===== src/rtl/dmb_pkg.sv =====
`default_nettype none
package dmb_pkg;

   localparam int unsigned NBTN = 3;
   localparam int unsigned CNT_W = 16;
   localparam logic [CNT_W-1:0] DEBOUNCE_RESET = 16'd50;
   localparam logic [CNT_W-1:0] CNT_ONE = 16'd1;

   localparam int unsigned LANE_OFF   = 0;
   localparam int unsigned LANE_CONT  = 1;
   localparam int unsigned LANE_TIMED = 2;

   localparam logic CMD_TICK  = 1'b0;
   localparam logic CMD_FORCE = 1'b1;

   localparam logic [1:0] MODE_IDLE  = 2'd0;
   localparam logic [1:0] MODE_CONT  = 2'd1;
   localparam logic [1:0] MODE_TIMER = 2'd2;

   typedef struct packed {
      logic       cmd;
      logic       off_level;
      logic       cont_level;
      logic       timed_level;
      logic [1:0] set_mode;
   } req_type;

   typedef struct packed {
      logic [1:0] mode;
      logic       tuner_on;
      logic       continuous_on;
      logic [2:0] press_mask;
   } rsp_type;

   // what the merge stage is told about the accepted item
   typedef struct packed {
      logic       tick;
      logic       forced;
      logic [1:0] set_mode;
   } step_type;

endpackage
`default_nettype wire


===== src/rtl/dmb_lane.sv =====
`default_nettype none
module dmb_lane (
   input  wire logic                      clock,
   input  wire logic                      reset,
   input  wire logic                      tick,
   input  wire logic                      level,
   input  wire logic [dmb_pkg::CNT_W-1:0] debounce_ticks,
   output logic                           press
);

   logic                         last_ff, last_in;
   logic                         wait_ff, wait_in;
   logic [dmb_pkg::CNT_W-1:0]    cnt_ff, cnt_in;

   always_comb begin
      last_in = last_ff;
      wait_in = wait_ff;
      cnt_in  = cnt_ff;
      press   = 1'b0;
      if (tick) begin
         last_in = level;
         if (wait_ff) begin
            if (cnt_ff <= dmb_pkg::CNT_ONE) begin
               wait_in = 1'b0;
               cnt_in  = '0;
               press   = ~level;
            end else begin
               cnt_in = cnt_ff - dmb_pkg::CNT_ONE;
            end
         end else if (last_ff && !level) begin
            // armed and falling edge: start countdown; zero acts as one
            wait_in = 1'b1;
            cnt_in  = debounce_ticks;
         end
      end
   end

   always_ff @(posedge clock) begin
      if (reset) begin
         last_ff <= 1'b1;
         wait_ff <= 1'b0;
         cnt_ff  <= '0;
      end else begin
         last_ff <= last_in;
         wait_ff <= wait_in;
         cnt_ff  <= cnt_in;
      end
   end

endmodule
`default_nettype wire


===== src/rtl/dmb_merge.sv =====
`default_nettype none
module dmb_merge (
   input  wire logic                     clock,
   input  wire logic                     reset,
   input  wire dmb_pkg::step_type        step,
   input  wire logic [dmb_pkg::NBTN-1:0] press,
   output dmb_pkg::rsp_type              result
);

   logic [1:0] mode_ff, mode_in;
   logic       tuner_ff, tuner_in;
   logic       cont_ff, cont_in;

   always_comb begin
      mode_in  = mode_ff;
      tuner_in = tuner_ff;
      cont_in  = cont_ff;
      if (step.forced) begin
         if (step.set_mode == dmb_pkg::MODE_IDLE || step.set_mode == dmb_pkg::MODE_CONT ||
             step.set_mode == dmb_pkg::MODE_TIMER) begin
            mode_in = step.set_mode;
         end
      end else if (step.tick) begin
         // fixed order: off, continuous, timed
         if (press[dmb_pkg::LANE_OFF]) begin
            tuner_in = ~tuner_in;
            if (!tuner_in) begin
               mode_in = dmb_pkg::MODE_IDLE;
               cont_in = 1'b0;
            end
         end
         if (press[dmb_pkg::LANE_CONT]) begin
            cont_in  = ~cont_in;
            tuner_in = 1'b1;
            mode_in  = dmb_pkg::MODE_CONT;
         end
         if (press[dmb_pkg::LANE_TIMED]) begin
            tuner_in = 1'b1;
            mode_in  = dmb_pkg::MODE_TIMER;
            cont_in  = 1'b0;
         end
      end
   end

   always_comb begin
      result.mode          = mode_in;
      result.tuner_on      = tuner_in;
      result.continuous_on = cont_in;
      result.press_mask    = step.tick ? press : '0;
   end

   always_ff @(posedge clock) begin
      if (reset) begin
         mode_ff  <= dmb_pkg::MODE_IDLE;
         tuner_ff <= 1'b0;
         cont_ff  <= 1'b0;
      end else begin
         mode_ff  <= mode_in;
         tuner_ff <= tuner_in;
         cont_ff  <= cont_in;
      end
   end

endmodule
`default_nettype wire


===== src/rtl/debounced_mode_buttons.sv =====
`default_nettype none
// Channel | Ports                              | Carries
// req     | req_valid, req_ready, req_data     | one tick or force item
// rsp     | rsp_valid, rsp_ready, rsp_data     | mode, flags, confirmed presses
// csr     | csr_we, csr_wdata                  | debounce_ticks, written at once
//
// One item per clock unless rsp stalls: three button lanes count down in parallel
// and the merge stage applies their presses in the same cycle; the result enters
// the output register in the cycle after acceptance. Input is taken whenever that
// register is empty or being drained, so a stalled rsp side stalls req only
// while its result sits unclaimed. Synchronous reset; debounce_ticks resets to 50.
module debounced_mode_buttons (
   input  wire logic                      clock,
   input  wire logic                      reset,
   input  wire logic                      req_valid,
   output logic                           req_ready,
   input  wire dmb_pkg::req_type          req_data,
   output logic                           rsp_valid,
   input  wire logic                      rsp_ready,
   output dmb_pkg::rsp_type               rsp_data,
   input  wire logic                      csr_we,
   input  wire logic [dmb_pkg::CNT_W-1:0] csr_wdata
);

   logic [dmb_pkg::CNT_W-1:0] debounce_ff;
   logic                      rsp_valid_ff;
   dmb_pkg::rsp_type          rsp_data_ff;
   logic                      accept;
   dmb_pkg::step_type         step;
   logic [dmb_pkg::NBTN-1:0]  levels;
   logic [dmb_pkg::NBTN-1:0]  press;
   dmb_pkg::rsp_type          result;

   assign req_ready = !rsp_valid_ff || rsp_ready;
   assign accept    = req_valid && req_ready;
   assign rsp_valid = rsp_valid_ff;
   assign rsp_data  = rsp_data_ff;

   assign step.tick     = accept && (req_data.cmd == dmb_pkg::CMD_TICK);
   assign step.forced   = accept && (req_data.cmd == dmb_pkg::CMD_FORCE);
   assign step.set_mode = req_data.set_mode;

   assign levels[dmb_pkg::LANE_OFF]   = req_data.off_level;
   assign levels[dmb_pkg::LANE_CONT]  = req_data.cont_level;
   assign levels[dmb_pkg::LANE_TIMED] = req_data.timed_level;

   for (genvar g = 0; g < dmb_pkg::NBTN; g++) begin : g_lane
      dmb_lane u_lane (
         .clock          (clock),
         .reset          (reset),
         .tick           (step.tick),
         .level          (levels[g]),
         .debounce_ticks (debounce_ff),
         .press          (press[g])
      );
   end

   dmb_merge u_merge (
      .clock  (clock),
      .reset  (reset),
      .step   (step),
      .press  (press),
      .result (result)
   );

   always_ff @(posedge clock) begin
      if (reset) begin
         debounce_ff  <= dmb_pkg::DEBOUNCE_RESET;
         rsp_valid_ff <= 1'b0;
      end else begin
         if (csr_we) begin
            debounce_ff <= csr_wdata;
         end
         if (accept) begin
            rsp_valid_ff <= 1'b1;
         end else if (rsp_ready) begin
            rsp_valid_ff <= 1'b0;
         end
      end
   end

   always_ff @(posedge clock) begin
      if (accept) begin
         rsp_data_ff <= result;
      end
   end

   a_force_no_press: assert property (@(posedge clock) disable iff (reset)
      accept && req_data.cmd == dmb_pkg::CMD_FORCE |=> rsp_valid && rsp_data.press_mask == '0)
      else $error("force item reported a press");

   a_cont_needs_tuner: assert property (@(posedge clock) disable iff (reset)
      rsp_valid && !rsp_data.tuner_on |-> !rsp_data.continuous_on)
      else $error("continuous flag set with tuner off");

   a_timed_wins: assert property (@(posedge clock) disable iff (reset)
      rsp_valid && rsp_data.press_mask[dmb_pkg::LANE_TIMED] |->
         rsp_data.tuner_on && rsp_data.mode == dmb_pkg::MODE_TIMER &&
         !rsp_data.continuous_on)
      else $error("timed press not applied last");

   a_mode_legal: assert property (@(posedge clock) disable iff (reset)
      rsp_valid |-> rsp_data.mode == dmb_pkg::MODE_IDLE || rsp_data.mode == dmb_pkg::MODE_CONT ||
         rsp_data.mode == dmb_pkg::MODE_TIMER)
      else $error("illegal mode reported");

endmodule
`default_nettype wire

===== config.mk =====
export PLATFORM = sky130hd
export DESIGN_NAME = debounced_mode_buttons
export DESIGN_NICKNAME = d
export VERILOG_FILES = /design/src/rtl/dmb_pkg.sv /design/src/rtl/dmb_lane.sv /design/src/rtl/dmb_merge.sv /design/src/rtl/debounced_mode_buttons.sv
export SDC_FILE = /design/constraint.sdc
export NUM_CORES = 1
export LEC_CHECK = 0
export BUFFER_PORTS_ARGS = -buffer_cell sky130_fd_sc_hd__buf_2
export CORE_UTILIZATION = 49
export DETAILED_ROUTE_END_ITERATION = 8
export GPL_ROUTABILITY_DRIVEN = 0
export PLACE_DENSITY = 0.67
export REMOVE_ABC_BUFFERS = 1
export SLEW_MARGIN = 20
export SYNTH_ARGS = -nofsm -noshare
export SYNTH_HDL_FRONTEND = slang
export SYNTH_SLANG_ARGS = --single-unit

===== constraint.sdc =====
create_clock -name clock -period 3.05 [get_ports clock]
set_input_delay 0.61 -clock clock [delete_from_list [all_inputs] [get_ports clock]]
set_output_delay 0.61 -clock clock [all_outputs]
set_load 0.01 [all_outputs]

**Word-level counts from Yosys, hierarchy flattened**

Cells that the tools add are included.

- Register bits after elaboration: 82
- Output and inout bits: 9
- Word-level logic and storage cells: 102

- $add $sub $neg: 3
- Order comparisons: 3
- Equal/unequal tests: 2
- Muxes and demuxes: 49
- Bitwise gates (word level): 6
- Reduce and logical (&&, ||, !) cells: 21

Operators by type and width:

| kind | count |
|---|---|
| 16-bit two-way mux | 9 |
| 16-bit by 1-bit <= comparator with 1-bit output, second input constant | 3 |
| 16-bit by 1-bit subtractor with 16-bit output, second input constant | 3 |
| 1-bit two-way mux | 33 |
| 2-bit two-way mux | 7 |
| 2-bit nonzero test | 4 |
| 1-bit logical AND | 6 |
| 1-bit NOT | 6 |
| 2-bit AND reduction | 3 |
| 1-bit zero test | 4 |
| 1-bit logical OR | 3 |
| 2-bit by 1-bit equality test with 1-bit output, second input constant | 1 |
| 2-bit equality test, second input constant | 1 |
| 2-bit zero test | 1 |

**Longest topological paths before layout**

- Depth in word-level cells: 13
- Depth in mapped cells: 9
- Mapped depth without buffers: 9

**Cells and area by module**

From an unflattened synthesis, not the netlist that was laid out.

- Cell total of the unflattened synthesis: 572
- Area, all modules: 4784.6 um^2

Modules (own cells, without submodules):

| module | times used | cells each | area each (um^2) | seq. area each (um^2) |
|---|---|---|---|---|
| dmb_lane | 3 | 156 | 1217.4 | 360.3 |
| debounced_mode_buttons | 1 | 66 | 850.8 | 550.5 |
| dmb_merge | 1 | 38 | 281.5 | 80.1 |

**Least setup slack after synthesis**

Ideal clock, no wire load.

- Path kind: input to register
- Start point: input port rsp_ready
- End point: register g_lane[0].u_lane.cnt_ff[14] (netlist bit)
- Setup time: 0.074 ns
- Data arrival time: 2.083 ns
- Required time: 2.976 ns
- Slack: 0.893 ns
- Stages: 7
- Path through: nand2b_1 -> clkbuf_1 -> nand2_1 -> nor2_1 -> nand3_1 -> or4_1 -> a31oi_1

- Cells in the longest elaborated chain, start to end: 4

Ends and longest elaborated chain:

| item | RTL line | source |
|---|---|---|
| from (decl) | debounced_mode_buttons.sv:19 | `input wire logic rsp_ready,` |
| 1-bit logical OR | debounced_mode_buttons.sv:34 | `assign req_ready = !rsp_valid_ff \|\| rsp_ready;` |
| via req_ready | debounced_mode_buttons.sv:16 | `output logic req_ready,` |
| 1-bit logical AND | debounced_mode_buttons.sv:35 | `assign accept = req_valid && req_ready;` |
| 1-bit logical AND | debounced_mode_buttons.sv:39 | `assign step.tick = accept && (req_data.cmd == dmb_pkg::CMD_TICK);` |
| 2-bit AND reduction (no line) | -- |  |
| to (signal assigned) | dmb_lane.sv:46 | `cnt_ff <= cnt_in;` |
| to (decl) | dmb_lane.sv:13 | `logic [dmb_pkg::CNT_W-1:0] cnt_ff, cnt_in;` |

The timed path passes the listed nets, and every way through them passes these cells.
A chain may end at the register's enable or synchronous reset.

**Worst setup path in the final report**

- Start point: register g_lane[0].u_lane.cnt_ff[0] (netlist bit)
- End point: register g_lane[0].u_lane.cnt_ff[9] (netlist bit)

- Cells in the longest elaborated chain, start to end: 3
- Elaborated cells on any way between the ends: 4
- Those cells by class: 1 x add/sub; 1 x order compare; 2 x mux

Ends and longest elaborated chain:

| item | RTL line | source |
|---|---|---|
| 16-bit by 1-bit subtractor with 16-bit output or 16-bit by 1-bit <= comparator with 1-bit output (tied branches) | dmb_lane.sv:28, dmb_lane.sv:23 |  |
| 16-bit two-way mux (*) | dmb_lane.sv:23 | `if (cnt_ff <= dmb_pkg::CNT_ONE) begin` |
| 16-bit two-way mux (*) | dmb_lane.sv:22 | `if (wait_ff) begin` |

Every way passes the cells marked *; elsewhere a longest branch is shown, timed or not.

==> flow_metrics.py <==
metrics = {
    "global_route": {
        "grt_overflow_total": 0,
        "grt_pass1_wl_mm": 19.58,
        "grt.busiest_layer": "met2",
        "grtUsageMet2_pct": 46.57,
        "grt_max_degree": 44,
        "grt_pass1_vias": 3956,
        "antenna_found_initial": 0,
        "met3_usage_pct": 5.766,
        "grtUsageMet1_pct": 35.14,
        "globalRouteTotalUtil_pct": 27.97,
    },
    "layout": {
        "final_cell_mix": "76 x nor2_1, 75 x dfxtp_1, 39 x o21ai_0",
        "layout_commonest_cell": "nor2_1",
        "fin_nets": 603,
        "drive_above_1_share_pct": 13.04,
        "diodes": 0,
        "syn2layout_area_growth_pct": 11.83,
    },
    "worst_setup_path": {
        "critPathLaunch": "g_lane[0].u_lane.cnt_ff[0]",
        "required_ns": 3.26,
        "r2r-end": "g_lane[0].u_lane.cnt_ff[9]",
        "r2r-start": "g_lane[0].u_lane.cnt_ff[0]",
        "crit_fanout": 7,
        "rrSetupSlack_ns": 0.66,
        "r2r_cells": 7,
        "crit_path_start_kind": "flip-flop",
        "worstSetupPathType": "flip-flop to flip-flop",
        "critPathCaptureType": "flip-flop",
        "cp.arrival_ns": 2.61,
    },
    "drt": {
        "wirelength_mm": 12.10,
        "via_count": 4239,
        "wl_per_cell_microns": 17.71,
        "dr.pass1.iters": 5,
        "vias_per_cell": 6.206,
        "drt_iter0_markers": 227,
        "ant_nets": 0,
        "drc": 0,
    },
    "timing": {
        "rsz0062_at_grt": "false",
        "min_period_ns": 2.394,
        "setup_viol": 0,
        "fin_skew_ns": 0.01679,
        "whs_ns": 0.4574,
        "drv_slew": 0,
        "finalHoldViolCount": 0,
        "max_freq_mhz": 417.6,
        "tightest_slew_ns": 0.7490,
        "fin_setup_tns_ns": 0,
        "finalCritPeriodShare_pct": 78.51,
        "slew_headroom_pct": 50.07,
        "timing.final.ws_setup_ns": 0.6556,
    },
    "run_status": {
        "run_status": "finished clean",
    },
    "place": {
        "io_buffers": 35,
        "hpwl_mm": 8.205,
        "pre_cts_ws_ns": 0.5673,
    },
    "clocking": {
        "clk_pin_slew_ns": 0.09,
        "clock_latency_ns": 0.36,
        "cts_root_buffer": "clkbuf_8",
        "cts_hold_buf": 0,
        "cts_sinks": 82,
        "postCtsResizedCells": 0,
        "cts_buffers": 9,
        "cts_max_level": 3,
        "cts_setup_buffers": 0,
        "clock_path_buffers": 2,
        "cts_tree": "done",
    },
    "die": {
        "pin_count": 36,
        "die-area_sq_mm": 0.009275,
        "rows": 34,
        "fp.dieH_microns": 96.31,
        "core-area_sq_mm": 0.008678,
        "fp.dieW_microns": 96.31,
        "start_util_pct": 50.22,
    },
    "synth": {
        "synth_seq_cells": 82,
        "syn_inst": 538,
        "synth_edf_count": 7,
        "avgSynthCellArea_sq_um": 8.100,
        "ys_async_sr_fraction_pct": 0,
        "syn_area_sq_mm": 0.004358,
        "synth-seq-area-share_pct": 39.28,
        "synth_ff_type": "dfxtp_1",
        "yosys_warnings": 0,
        "ys_types": 62,
    },
    "hold_path": {
        "hold_path.class": "flip-flop to flip-flop",
        "hold_end": "g_lane[1].u_lane.cnt_ff[5]",
        "hold_depth": 2,
        "min-delay-start": "debounce_ff[5]",
    },
    "power_and_ir_drop": {
        "p_switching_uw": 787.8,
        "power_frac_comb_pct": 18.4,
        "netSwitchingFraction_pct": 31.74,
        "power_frac_seq_pct": 47.6,
        "ir_drop_mv": 0.2980,
        "clock_power_share_pct": 34.1,
        "powerDensity_mw_per_mm2": 509.4,
        "leakage_nw": 1.986,
        "finalPower_mw": 2.482,
        "p_int_mw": 1.695,
    },
    "run": {
        "max_cap_violations": 0,
    },
}
cells in the mapped netlist, types with 3 or more instances:
| cell type | instances | area share (%) |
|---|---|---|
| a22oi_1 | 9 | 1.6 |
| nand2b_1 | 3 | 0.43 |
| a221oi_1 | 9 | 1.8 |
| a21oi_1 | 27 | 3.1 |
| inv_1 | 27 | 2.3 |
| o211ai_1 | 6 | 1.0 |
| a21o_1 | 6 | 1.0 |
| nor4_1 | 9 | 1.3 |
| nor3b_1 | 5 | 0.86 |
| or3_1 | 3 | 0.43 |
| nand4_1 | 3 | 0.43 |
| and2_1 | 3 | 0.43 |
| ha_1 | 6 | 1.7 |
| a31oi_1 | 13 | 1.9 |
| xor2_1 | 3 | 0.60 |
| o31ai_1 | 6 | 1.0 |
| or4_1 | 9 | 1.6 |
| nor2b_1 | 11 | 1.6 |
| mux2i_1 | 14 | 3.2 |
| nor2_1 | 76 | 6.5 |
| clkbuf_1 | 21 | 1.8 |
| nor3_1 | 23 | 2.6 |
| nand2_1 | 37 | 3.2 |
| nand4b_1 | 3 | 0.60 |
| o21ai_0 | 40 | 4.6 |
| nand3_1 | 13 | 1.5 |
| buf_2 | 5 | 0.57 |
| o221ai_1 | 7 | 1.4 |
| buf_1 | 3 | 0.26 |
| o32ai_1 | 7 | 1.4 |
| edfxtp_1 | 7 | 4.8 |
| and3_1 | 9 | 1.3 |
| a21boi_0 | 4 | 0.69 |
| dfxtp_1 | 75 | 34 |
registers in the layout, indices dropped and copies added (netlist names):
name and flops:
u_merge.mode_ff 2, u_merge.cont_ff 1, g_lane.u_lane.last_ff 3, rsp_valid 1
debounce_ff 16, g_lane.u_lane.wait_ff 3, g_lane.u_lane.cnt_ff 48, rsp_data 7
u_merge.tuner_ff 1
worst max path at each step:
stage / end / slack, ns / depth (start not counted)
after floorplan: g_lane[2].u_lane.cnt_ff[6] / 0.54 / 5
final: g_lane[0].u_lane.cnt_ff[9] / 0.66 / 7
after global placement: g_lane[2].u_lane.cnt_ff[12] / 0.64 / 7
after global routing: g_lane[0].u_lane.cnt_ff[9] / 0.52 / 7
after detailed placement: g_lane[2].u_lane.cnt_ff[12] / 0.57 / 7
after CTS: g_lane[0].u_lane.cnt_ff[9] / 0.71 / 7
through the flow:
step | cells | util [%] | instance area [sq um]
floorplan | 509 | - | 4243
global placement | 667 | 53.76 | 4666
detailed placement | 667 | 53.76 | 4666
CTS | 683 | 56.16 | 4873
global route | 683 | 56.16 | 4873
finish | 683 | 56.16 | 4873
routing by layer:
layer / share of wire [%] / wire length, microns
met1: 45 / 5441
met5: 0 / 0
met3: 6.5 / 784
met4: 2.4 / 288
met2: 46 / 5581
logic make-up after synthesis:
family                   count (synthesis)  share of synthesized area (%)
multiplexers                            15                          3.474
AND/OR/NAND/NOR                        215                          25.01
XOR/XNOR                                 5                          1.005
buffers and inverters                   56                          4.967
flip-flops                              82                          39.28
adder cells (fa/ha/maj)                  6                          1.723
AO/OA/AOI/OAI                          159                          24.55
critical path, cell delays in order (launching register included):
cell       delay [ns]
dfxtp_1          0.47
inv_1            0.07
ha_1             0.24
o2111ai_1        0.42
nor2_1           0.14
nor2b_1          0.29
a211oi_1         0.12
a2111oi_0        0.49
power by group through the flow:
stage / sequential (mW) / combinational (mW) / clock [mW]
after global placement: 1.20 / 0.442 / 0
after detailed placement: 1.21 / 0.448 / 0
after CTS: 1.18 / 0.451 / 0.855
after global routing: 1.19 / 0.508 / 0.904
final: 1.18 / 0.456 / 0.846
after floorplan: 1.20 / 0.291 / 0
layout make-up:
cell class                 count  area (sq um)
clock buffer                   9         123.9
clock inverter                 7         83.83
fill                         799          3805
inverter                      27         101.3
multi-input combinational    400          2430
sequential                    82          1712
tap                          108         135.1
timing repair buffer          50         287.8
(Power assumes the default switching activity.)
